File: config.mk
export PLATFORM = sky130hd
export DESIGN_NAME = bad_page_bitmap_table_core
export DESIGN_NICKNAME = d
export VERILOG_FILES = /design/src/design/bpbt_pkg.sv /design/src/design/bpbt_digit_scan.sv /design/src/design/bad_page_bitmap_table_core.sv
export SDC_FILE = /design/constraint.sdc
export NUM_CORES = 2
export LEC_CHECK = 0
export ABC_AREA = 1
export BUFFER_PORTS_ARGS = -buffer_cell sky130_fd_sc_hd__buf_2
export CAP_MARGIN = 10
export CORE_MARGIN = 2
export CORE_UTILIZATION = 54
export DETAILED_ROUTE_END_ITERATION = 10
export PLACE_DENSITY = 0.69
export SLEW_MARGIN = 40
export SYNTH_ARGS = -nofsm -noshare
export SYNTH_HDL_FRONTEND = slang
export SYNTH_HIERARCHICAL = 1
export SYNTH_SLANG_ARGS = --single-unit
File: constraint.sdc
create_clock -name aclk -period 16.15 [get_ports aclk]
set_input_delay 3.23 -clock aclk [delete_from_list [all_inputs] [get_ports aclk]]
set_output_delay 3.23 -clock aclk [all_outputs]
set_load 0.005 [all_outputs]
File: src/design/bpbt_pkg.sv
// Shared constants, types and helpers for the bad-page bitmap table.
package bpbt_pkg;

    localparam int PAGES_DEF = 1024;
    localparam int MAPS_DEF  = 2;

    localparam int WORD_W    = 32;
    localparam int BIT_W     = $clog2(WORD_W);
    localparam int DIGIT_W   = 8;
    localparam int DIGITS    = WORD_W / DIGIT_W;
    localparam int DIG_IDX_W = $clog2(DIGITS);
    localparam int POS_W     = $clog2(DIGIT_W);

    typedef enum logic [1:0] {
        OP_MARK  = 2'd0,
        OP_QUERY = 2'd1,
        OP_FIND  = 2'd2
    } op_t;

    typedef struct packed {
        logic load;
        logic shift;
    } dig_ctl_t;

    typedef struct packed {
        logic                 hit;
        logic [DIG_IDX_W-1:0] dig;
        logic [POS_W-1:0]     pos;
    } dig_stat_t;

    function automatic logic [POS_W-1:0] first_zero(input logic [DIGIT_W-1:0] d);
        logic [POS_W-1:0] r;
        r = '0;
        for (int i = DIGIT_W - 1; i >= 0; i--) begin
            if (!d[i]) begin
                r = POS_W'(i);
            end
        end
        return r;
    endfunction

endpackage

File: src/design/bpbt_digit_scan.sv
// Digit-serial search for the first good page bit within one bitmap word.
module bpbt_digit_scan import bpbt_pkg::*; (
    input  logic              aclk,
    input  logic              aresetn,
    input  dig_ctl_t          ctl,
    input  logic [WORD_W-1:0] word_in,
    output dig_stat_t         stat
);

    logic [WORD_W-1:0]    sh_reg;
    logic [WORD_W-1:0]    sh_next;
    logic [DIG_IDX_W-1:0] dig_reg;
    logic [DIG_IDX_W-1:0] dig_next;

    always_comb begin
        sh_next  = sh_reg;
        dig_next = dig_reg;
        if (ctl.load) begin
            sh_next  = word_in;
            dig_next = '0;
        end else if (ctl.shift) begin
            sh_next  = sh_reg >> DIGIT_W;
            dig_next = dig_reg + DIG_IDX_W'(1);
        end
    end

    always_ff @(posedge aclk) begin
        if (!aresetn) begin
            dig_reg <= '0;
        end else begin
            dig_reg <= dig_next;
        end
        sh_reg <= sh_next;
    end

    assign stat.hit = (sh_reg[DIGIT_W-1:0] != {DIGIT_W{1'b1}});
    assign stat.dig = dig_reg;
    assign stat.pos = first_zero(sh_reg[DIGIT_W-1:0]);

endmodule

File: src/design/bad_page_bitmap_table_core.sv
// Top level of the bad-page bitmap table: bitmap memory, control and result register.
//
//  channel  | handshake          | fields
//  ---------+--------------------+----------------------------------------
//  input    | s_valid / s_ready  | s_op, s_map_select, s_page, s_bad_flag
//  result   | m_valid / m_ready  | m_is_bad, m_found, m_next_page
//
// Mark and query go from accept through ST_MARK or ST_QUERY, then ST_DONE, to the result register;
// the next item is taken back in ST_IDLE. Find scans one 32-bit bitmap word per cycle, then steps
// up to 4 8-bit digits through the digit shift register of the hit word.
// After reset a clearing pass writes every memory word (DEPTH words, 64 at the defaults),
// with s_ready low.
// One item at a time; a finished result waits in the result register while the next is taken.
module bad_page_bitmap_table_core import bpbt_pkg::*; #(
    parameter int PAGES = PAGES_DEF,
    parameter int MAPS  = MAPS_DEF,
    localparam int PW   = $clog2(PAGES)
) (
    input  logic          aclk,
    input  logic          aresetn,
    input  logic          s_valid,
    output logic          s_ready,
    input  logic [1:0]    s_op,
    input  logic          s_map_select,
    input  logic [PW-1:0] s_page,
    input  logic          s_bad_flag,
    output logic          m_valid,
    input  logic          m_ready,
    output logic          m_is_bad,
    output logic          m_found,
    output logic [PW-1:0] m_next_page
);

    localparam int WPM       = (PAGES + WORD_W - 1) / WORD_W;
    localparam int WB        = (WPM > 1) ? $clog2(WPM) : 1;
    localparam int MW        = (MAPS > 1) ? $clog2(MAPS) : 1;
    localparam int AW        = MW + WB;
    localparam int DEPTH     = 1 << AW;
    localparam int IW        = WB + BIT_W;
    localparam int LAST_WORD = WPM - 1;

    typedef enum logic [6:0] {
        ST_CLEAR = 7'b0000001,
        ST_IDLE  = 7'b0000010,
        ST_SCAN  = 7'b0000100,
        ST_DIGIT = 7'b0001000,
        ST_MARK  = 7'b0010000,
        ST_QUERY = 7'b0100000,
        ST_DONE  = 7'b1000000
    } state_t;

    state_t            state_reg, state_next;
    logic [AW-1:0]     clr_cnt_reg, clr_cnt_next;
    logic [MW-1:0]     map_reg, map_next;
    logic [WB-1:0]     word_reg, word_next;
    logic [WB-1:0]     start_word_reg, start_word_next;
    logic [BIT_W-1:0]  bit_reg, bit_next;
    logic [PW-1:0]     page_reg, page_next;
    logic              flag_reg, flag_next;
    logic              inrange_reg, inrange_next;
    logic              res_is_bad_reg, res_is_bad_next;
    logic              res_found_reg, res_found_next;
    logic [PW-1:0]     res_next_reg, res_next_next;
    logic              m_valid_reg, m_valid_next;
    logic              m_is_bad_reg, m_is_bad_next;
    logic              m_found_reg, m_found_next;
    logic [PW-1:0]     m_next_page_reg, m_next_page_next;

    logic [WORD_W-1:0] mem [DEPTH];
    logic [WORD_W-1:0] rd_data_reg;
    logic [AW-1:0]     rd_addr;
    logic [AW-1:0]     wr_addr;
    logic [WORD_W-1:0] wr_data;
    logic              wr_en;

    logic [IW-1:0]     page_ext;
    logic [IW-1:0]     hit_idx;
    logic [WORD_W-1:0] low_mask;
    logic [WORD_W-1:0] tail_mask;
    logic [WORD_W-1:0] eff_word;
    logic [MW-1:0]     map_in;
    dig_ctl_t          dig_ctl;
    dig_stat_t         dig_stat;

    bpbt_digit_scan u_digit (
        .aclk    (aclk),
        .aresetn (aresetn),
        .ctl     (dig_ctl),
        .word_in (eff_word),
        .stat    (dig_stat)
    );

    assign page_ext = IW'(s_page);
    assign map_in   = (MAPS > 1) ? MW'(s_map_select) : '0;
    assign hit_idx  = {word_reg, dig_stat.dig, dig_stat.pos};
    assign rd_addr  = {map_next, word_next};

    always_comb begin
        for (int i = 0; i < WORD_W; i++) begin
            low_mask[i]  = (word_reg == start_word_reg) && (BIT_W'(i) <= bit_reg);
            tail_mask[i] = (word_reg == WB'(LAST_WORD)) && (LAST_WORD * WORD_W + i >= PAGES);
        end
        eff_word = rd_data_reg | low_mask | tail_mask;
    end

    always_comb begin
        state_next       = state_reg;
        clr_cnt_next     = clr_cnt_reg;
        map_next         = map_reg;
        word_next        = word_reg;
        start_word_next  = start_word_reg;
        bit_next         = bit_reg;
        page_next        = page_reg;
        flag_next        = flag_reg;
        inrange_next     = inrange_reg;
        res_is_bad_next  = res_is_bad_reg;
        res_found_next   = res_found_reg;
        res_next_next    = res_next_reg;
        m_valid_next     = m_valid_reg && !m_ready;
        m_is_bad_next    = m_is_bad_reg;
        m_found_next     = m_found_reg;
        m_next_page_next = m_next_page_reg;
        dig_ctl          = '0;
        wr_en            = 1'b0;
        wr_addr          = {map_reg, word_reg};
        wr_data          = rd_data_reg | (WORD_W'(flag_reg) << bit_reg);

        unique case (state_reg)
            ST_CLEAR: begin
                wr_en        = 1'b1;
                wr_addr      = clr_cnt_reg;
                wr_data      = '0;
                clr_cnt_next = clr_cnt_reg + AW'(1);
                if (&clr_cnt_reg) begin
                    state_next = ST_IDLE;
                end
            end
            ST_IDLE: begin
                if (s_valid) begin
                    map_next        = map_in;
                    word_next       = page_ext[IW-1:BIT_W];
                    start_word_next = page_ext[IW-1:BIT_W];
                    bit_next        = page_ext[BIT_W-1:0];
                    page_next       = s_page;
                    flag_next       = s_bad_flag;
                    inrange_next    = (s_page <= PW'(PAGES - 1));
                    res_is_bad_next = 1'b0;
                    res_found_next  = 1'b0;
                    res_next_next   = '0;
                    case (s_op)
                        OP_MARK:  state_next = ST_MARK;
                        OP_QUERY: state_next = ST_QUERY;
                        OP_FIND: begin
                            if (s_page >= PW'(PAGES - 1)) begin
                                state_next = ST_DONE;
                            end else begin
                                state_next = ST_SCAN;
                            end
                        end
                        default:  state_next = ST_DONE;
                    endcase
                end
            end
            ST_SCAN: begin
                if (eff_word != {WORD_W{1'b1}}) begin
                    dig_ctl.load = 1'b1;
                    state_next   = ST_DIGIT;
                end else if (word_reg == WB'(LAST_WORD)) begin
                    state_next = ST_DONE;
                end else begin
                    word_next = word_reg + WB'(1);
                end
            end
            ST_DIGIT: begin
                if (dig_stat.hit) begin
                    res_found_next = 1'b1;
                    res_next_next  = hit_idx[PW-1:0];
                    state_next     = ST_DONE;
                end else begin
                    dig_ctl.shift = 1'b1;
                end
            end
            ST_MARK: begin
                wr_en      = inrange_reg;
                state_next = ST_DONE;
            end
            ST_QUERY: begin
                res_is_bad_next = rd_data_reg[bit_reg] & inrange_reg;
                state_next      = ST_DONE;
            end
            ST_DONE: begin
                if (!m_valid_reg || m_ready) begin
                    m_valid_next     = 1'b1;
                    m_is_bad_next    = res_is_bad_reg;
                    m_found_next     = res_found_reg;
                    m_next_page_next = res_next_reg;
                    state_next       = ST_IDLE;
                end
            end
            default: state_next = ST_IDLE;
        endcase
    end

    always_ff @(posedge aclk) begin
        if (wr_en) begin
            mem[wr_addr] <= wr_data;
        end
        rd_data_reg <= mem[rd_addr];
    end

    always_ff @(posedge aclk) begin
        if (!aresetn) begin
            state_reg   <= ST_CLEAR;
            clr_cnt_reg <= '0;
            m_valid_reg <= 1'b0;
        end else begin
            state_reg   <= state_next;
            clr_cnt_reg <= clr_cnt_next;
            m_valid_reg <= m_valid_next;
        end
        map_reg         <= map_next;
        word_reg        <= word_next;
        start_word_reg  <= start_word_next;
        bit_reg         <= bit_next;
        page_reg        <= page_next;
        flag_reg        <= flag_next;
        inrange_reg     <= inrange_next;
        res_is_bad_reg  <= res_is_bad_next;
        res_found_reg   <= res_found_next;
        res_next_reg    <= res_next_next;
        m_is_bad_reg    <= m_is_bad_next;
        m_found_reg     <= m_found_next;
        m_next_page_reg <= m_next_page_next;
    end

    assign s_ready     = (state_reg == ST_IDLE);
    assign m_valid     = m_valid_reg;
    assign m_is_bad    = m_is_bad_reg;
    assign m_found     = m_found_reg;
    assign m_next_page = m_next_page_reg;

`ifndef SYNTHESIS
    a_found_above: assert property (@(posedge aclk) disable iff (!aresetn)
        (state_reg == ST_DONE && res_found_reg) |-> (res_next_reg > page_reg))
        else $error("found page not above start page");

    a_not_found_zero: assert property (@(posedge aclk) disable iff (!aresetn)
        (state_reg == ST_DONE && !res_found_reg) |-> (res_next_reg == '0))
        else $error("next page nonzero without a hit");

    a_digit_bound: assert property (@(posedge aclk) disable iff (!aresetn)
        (state_reg == ST_DIGIT && !dig_stat.hit) |-> (dig_stat.dig != DIG_IDX_W'(DIGITS - 1)))
        else $error("digit scan ran past the word");

    a_scan_bound: assert property (@(posedge aclk) disable iff (!aresetn)
        (state_reg == ST_SCAN) |-> (word_reg <= WB'(LAST_WORD)))
        else $error("scan word past end of map");
`endif

endmodule
# == Word level (Yosys, flattened, before mapping) ==
# Memory sizes are Yosys's and may differ from the RTL's. A register that Yosys moved wholly into a read port is not among the register bits.
# Index checks and enable logic that the tools add are counted.
# W data, S select, Z words.
# totals
ff_bits,90
ramBits,2048
input_bits,18
out_inout_bits,14
wordCells,172
mem_count,1
# mem_list
memory,words,word_bits,read_ports,rd_ports_with_merged_regs,write_ports,line,text
mem,64,32,1,1,1,bad_page_bitmap_table_core.sv:69,logic [WORD_W-1:0] mem [DEPTH];
# op_classes
addsub,3
order_cmp,35
n_eq_ne,18
shift,1
n_mux,45
bitwise,4
n_reduce_logical,48
# ops
op,count
$mux W32,3
$le A5 B5 Y1 const A,16
$or A32 B32 Y32,2
$mux W7,7
$pmux W7 S6,1
$le A4 B5 Y1 const A,8
$logic_and A1 B1 Y1,33
$ne A32 B32 Y1 const B,1
$shl A1 B5 Y32,1
$mux W3,8
$pmux W7 S3,1
$le A3 B5 Y1 const A,4
$mux W10,2
$pmux W10 S2,1
$mux W5,3
$mux W1,13
$ge A10 B10 Y1 const B,1
$le A1 B5 Y1 const A,2
$le A10 B10 Y1 const B,1
$le A2 B5 Y1 const A,2
$pmux W5 S2,1
$ne A2 B2 Y1 const B,4
$ne A8 B8 Y1 const B,1
$eq A7 B1 Y1 const B,1
other kinds (29),37

# == Depth between registers and ports, before layout ==
# depth
word_depth,10
mapped_depth,30

# == Cells and area by module ==
# The synthesis kept the hierarchy.
# by_module_without_submodules
module,n_inst,cells_per_inst,area_each_um2
bad_page_bitmap_table_core,1,7439,88197.1
bpbt_digit_scan,1,155,1517.7

# == Least setup slack after synthesis ==
# No wires, ideal clock.
# synth_timing
path_type,reg-to-reg
from,reg state_reg[2]
to,mem mem[48][0] (enable)
arrival_ns,5.163
t_required_ns,15.648
setup_slack_ns,10.485
stages_incl_launch_ff,9
path_cell_list,dfxtp_1 > nor2_1 > inv_1 > nor4_1 > inv_1 > clkbuf_1 > a21oi_1 > inv_1 > nor4_1
# synth_via
elab_chain_cells,4
word_cells_on_any_way,6
classes_between,eq/ne: 2; mux: 4
# synth_rtl
item,line,text
from (decl),bad_page_bitmap_table_core.sv:52,"state_t state_reg, state_next;"
from (signal assigned),bad_page_bitmap_table_core.sv:217,state_reg <= state_next;
$eq A7 B5 Y1 / $eq A7 B1 Y1 (equally long branches),bad_page_bitmap_table_core.sv:128,unique case (state_reg)
$pmux W1 S2,bad_page_bitmap_table_core.sv:128,
$mux W1,bad_page_bitmap_table_core.sv:205,if (wr_en) begin
$mux W1 (implied by the code),bad_page_bitmap_table_core.sv:206,mem[wr_addr] <= wr_data;
to (decl),bad_page_bitmap_table_core.sv:69,
# Parallel ways exist; a longest one is shown, timed or not.

# == Final worst setup path ==
# layout_timing
from,in s_valid
to,"reg rd_data_reg[10], read port of mem"
# layout_via
elab_chain_cells,2
word_cells_on_any_way,4
classes_between,mux: 4
# layout_rtl
item,line,text
from (decl),bad_page_bitmap_table_core.sv:21,"input logic s_valid,"
$mux W5 / $mux W1 (equally long branches),bad_page_bitmap_table_core.sv:139,if (s_valid) begin
$pmux W5 S2 / $mux W1 (equally long branches),bad_page_bitmap_table_core.sv:128,
to (decl),bad_page_bitmap_table_core.sv:70,logic [WORD_W-1:0] rd_data_reg;
# Parallel ways exist; a longest one is shown, timed or not.
# A chain may end at the register's enable or synchronous reset.

==> metrics <==
Post-Syn Area 89700 um^2; pin count of the biggest net entering global routing 182; max reg flops 2048; Setup Skew 0.0423 ns; net count reported at finish 7458; critical path type in -> reg; share of layout cells above drive strength 1 8.32%; num ports 32; Max-Cap Viols 0; Mapped Nets 7614; hold path startpoint res_next_reg[1]$_SDFFCE_PN0P_; hpwl dp 133 mm; vias in the first global route 58702; Post-synth EDFFs 2116; share of the synthesized area in the top cell type 70.8%; final setup fails 0; drt first pass iters 6; die footprint 169000 um^2; most frequent cells in the layout 2975 x nand3_1, 2116 x edfxtp_1, 1430 x nand2_1; DRC 0; Initial Utilization 54.4%; Tightest Hold Check Type reg -> reg; syn_area_per_cell 11.8 um^2; Slew headroom 38.1%; Synth area leader edfxtp_1; DIE HEIGHT 412 um; Post-CTS Setup Bufs 0; grt ovf 0; first-pass GRT wire length 381 mm; critical path endpoint category flip-flop; Arrival @ worst endpoint 9.14 ns; # rows 149; post_cts resized 0; R2R Setup Slk 8.60 ns; crit-path max FO 111; DR vias 63070; CTS sink count 2170; r2r worst-path depth 26; H-tree Lvls 4; placed cells 9412; Yosys cell types 45; Clock Path Buffers 3; Final Hold Viols 0; Die Width 412 um; Synth Flop Type edfxtp_1; Clock Tree Root clkbuf_16; Hold Path End m_next_page[1]$_DFFE_PP_; Core Box Area 165000 um^2; Max Clock Freq 120 MHz; worst hold stages 0; gp weighted congestion 0.931; VDD IR-drop max 0.274 mV; via/cell ratio 6.43; cts bufs inserted 209; worst slew pin tran 0.928 ns; commonest non-fill, non-tap cell in the layout nand3_1; reg-to-reg endpoint rd_data_reg[10]$_DFF_P_; fin crit share 51.5%; async set-or-reset flop fraction in the synthesized netlist 0%; Clock transition at path regs 0.06 ns; launch point of the worst reg-to-reg path bit_reg[3]$_DFFE_PP_; synthesis-to-layout area growth 10.6%; CTS tree done; Routed Antenna Nets 0; clock latency on the worst-skew pair 0.88 ns; minimum clock period 8.31 ns; TNS Setup 0 ns; fin. max-slew vios 0; Synthesis Warnings 6; initial antenna violation count 6; non-filler cells in the finished layout 9804; cell count after synthesis 7594; total wire length 261 mm; Worst Path Required 16.98 ns; power per cell area 180 nW/um^2; top cells by area, synth edfxtp_1 71%, nand3_1 17%, nand2_1 6.0%; WL/cell 26.6 um; status finished, final reports clean; hold_buf cts 0; DR iter-0 viols 10143; unrepaired setup endpoints after global routing no; GRT Overall Usage 30.4%; number of port buffers 31; register bit total from synthesis 2170; startpoint class of the critical path input pin; post-synthesis sequential area ratio 72.0%; Leak Pwr 34.9 nW
per-layer routing:
layer | share of wire [%] | global-route usage (%) | vias up
met5 | 0.010 | 0 | -
met4 | 4.1 | 12.2 | 4
met3 | 13 | 6.31 | 604
met2 | 45 | 45.2 | 4221
met1 | 38 | 44.0 | 30829
li1 | - | - | 27412
kinds of logic (layout without fill, tap and decap cells):
group / after synthesis / count (layout) / synth area share, %
AO/OA/AOI/OAI: 122 / 122 / 0.826
XOR/XNOR: 3 / 3 / 0.0293
adder cells (fa/ha/maj): 2 / 2 / 0.0279
buffers and inverters: 708 / 724 / 3.56
flip-flops: 2170 / 2170 / 72.0
other: 1 / 6 / 0.00418
AND/OR/NAND/NOR: 4588 / 4588 / 23.5
final cells by class:
type                       instances  area [um^2]
fill                           12563        65700
sequential                      2170        64600
multi-input combinational       4716        22800
clock buffer                     279         5630
tap                             2189         2740
timing repair buffer             213         2060
clock inverter                   104          910
inverter                         128          490
antenna                            5         12.5
worst max path at each step:
stage	to	depth (start not counted)	slack (ns)	from
floorplan	mem[48][0]$_DFFE_PP_	8	10.48	state_reg[2]$_SDFFE_PN0P_
global placement	rd_data_reg[10]$_DFF_P_	18	7.00	s_valid
detailed placement	rd_data_reg[10]$_DFF_P_	20	6.82	s_valid
CTS	rd_data_reg[10]$_DFF_P_	20	7.69	s_valid
global route	rd_data_reg[10]$_DFF_P_	20	7.62	s_valid
finish	rd_data_reg[10]$_DFF_P_	20	7.84	s_valid
stage by stage:
step	total power [mW]	hold slack (ns)	instance area, um^2	utilization [%]	setup WS [ns]
2_1_floorplan	10.8	0.400	89700	-	10.48
3_3_place_gp	12.9	0.403	92100	55.8	7.00
3_5_place_dp	13.1	0.406	92500	56.1	6.82
4_1_cts	17.7	0.420	99100	60.0	7.69
5_1_grt	18.5	0.420	99200	60.2	7.62
6_report	17.9	0.417	99300	60.2	7.84
power breakdown:
| group | leakage [nW] | internal [mW] | switching, mW | total, mW |
|---|---|---|---|---|
| Sequential | 19.9 | 6.72 | 0.122 | 6.84 |
| Clock | 3.18 | 2.62 | 2.07 | 4.69 |
| Combinational | 11.8 | 1.55 | 4.77 | 6.32 |
| Total | 34.9 | 10.9 | 6.97 | 17.9 |
worst max-delay path: stages:
cell and delay, ns:
buf_2 0.12, inv_1 0.09, nor2_4 0.12, a221oi_1 0.40, nand2_1 0.21, nand2_8 0.33
buf_4 0.64, buf_12 0.28, buf_16 0.37, buf_16 0.40, buf_4 0.71, buf_6 0.65
nand3_1 0.16, nand3_1 0.13, nand3_1 0.08, nand3_1 0.15, nand3_1 0.29, nand2_1 0.26
nand2_1 0.10, nand2_1 0.09
synth_stat cells, drive strengths merged (2+ instances only):
cell	number
nand4	20
o211ai	2
nand3	2977
o221ai	7
nor4	14
o21bai	2
dfxtp	54
clkbuf	172
a21oi	51
a31oi	3
xor2	3
ha	2
nor3	6
edfxtp	2116
o21ai	46
clkinv	2
or2	3
a221oi	5
a22oi	2
inv	126
buf	408
nand2	1434
nor2	132
Power figures use the tool's default switching activity.
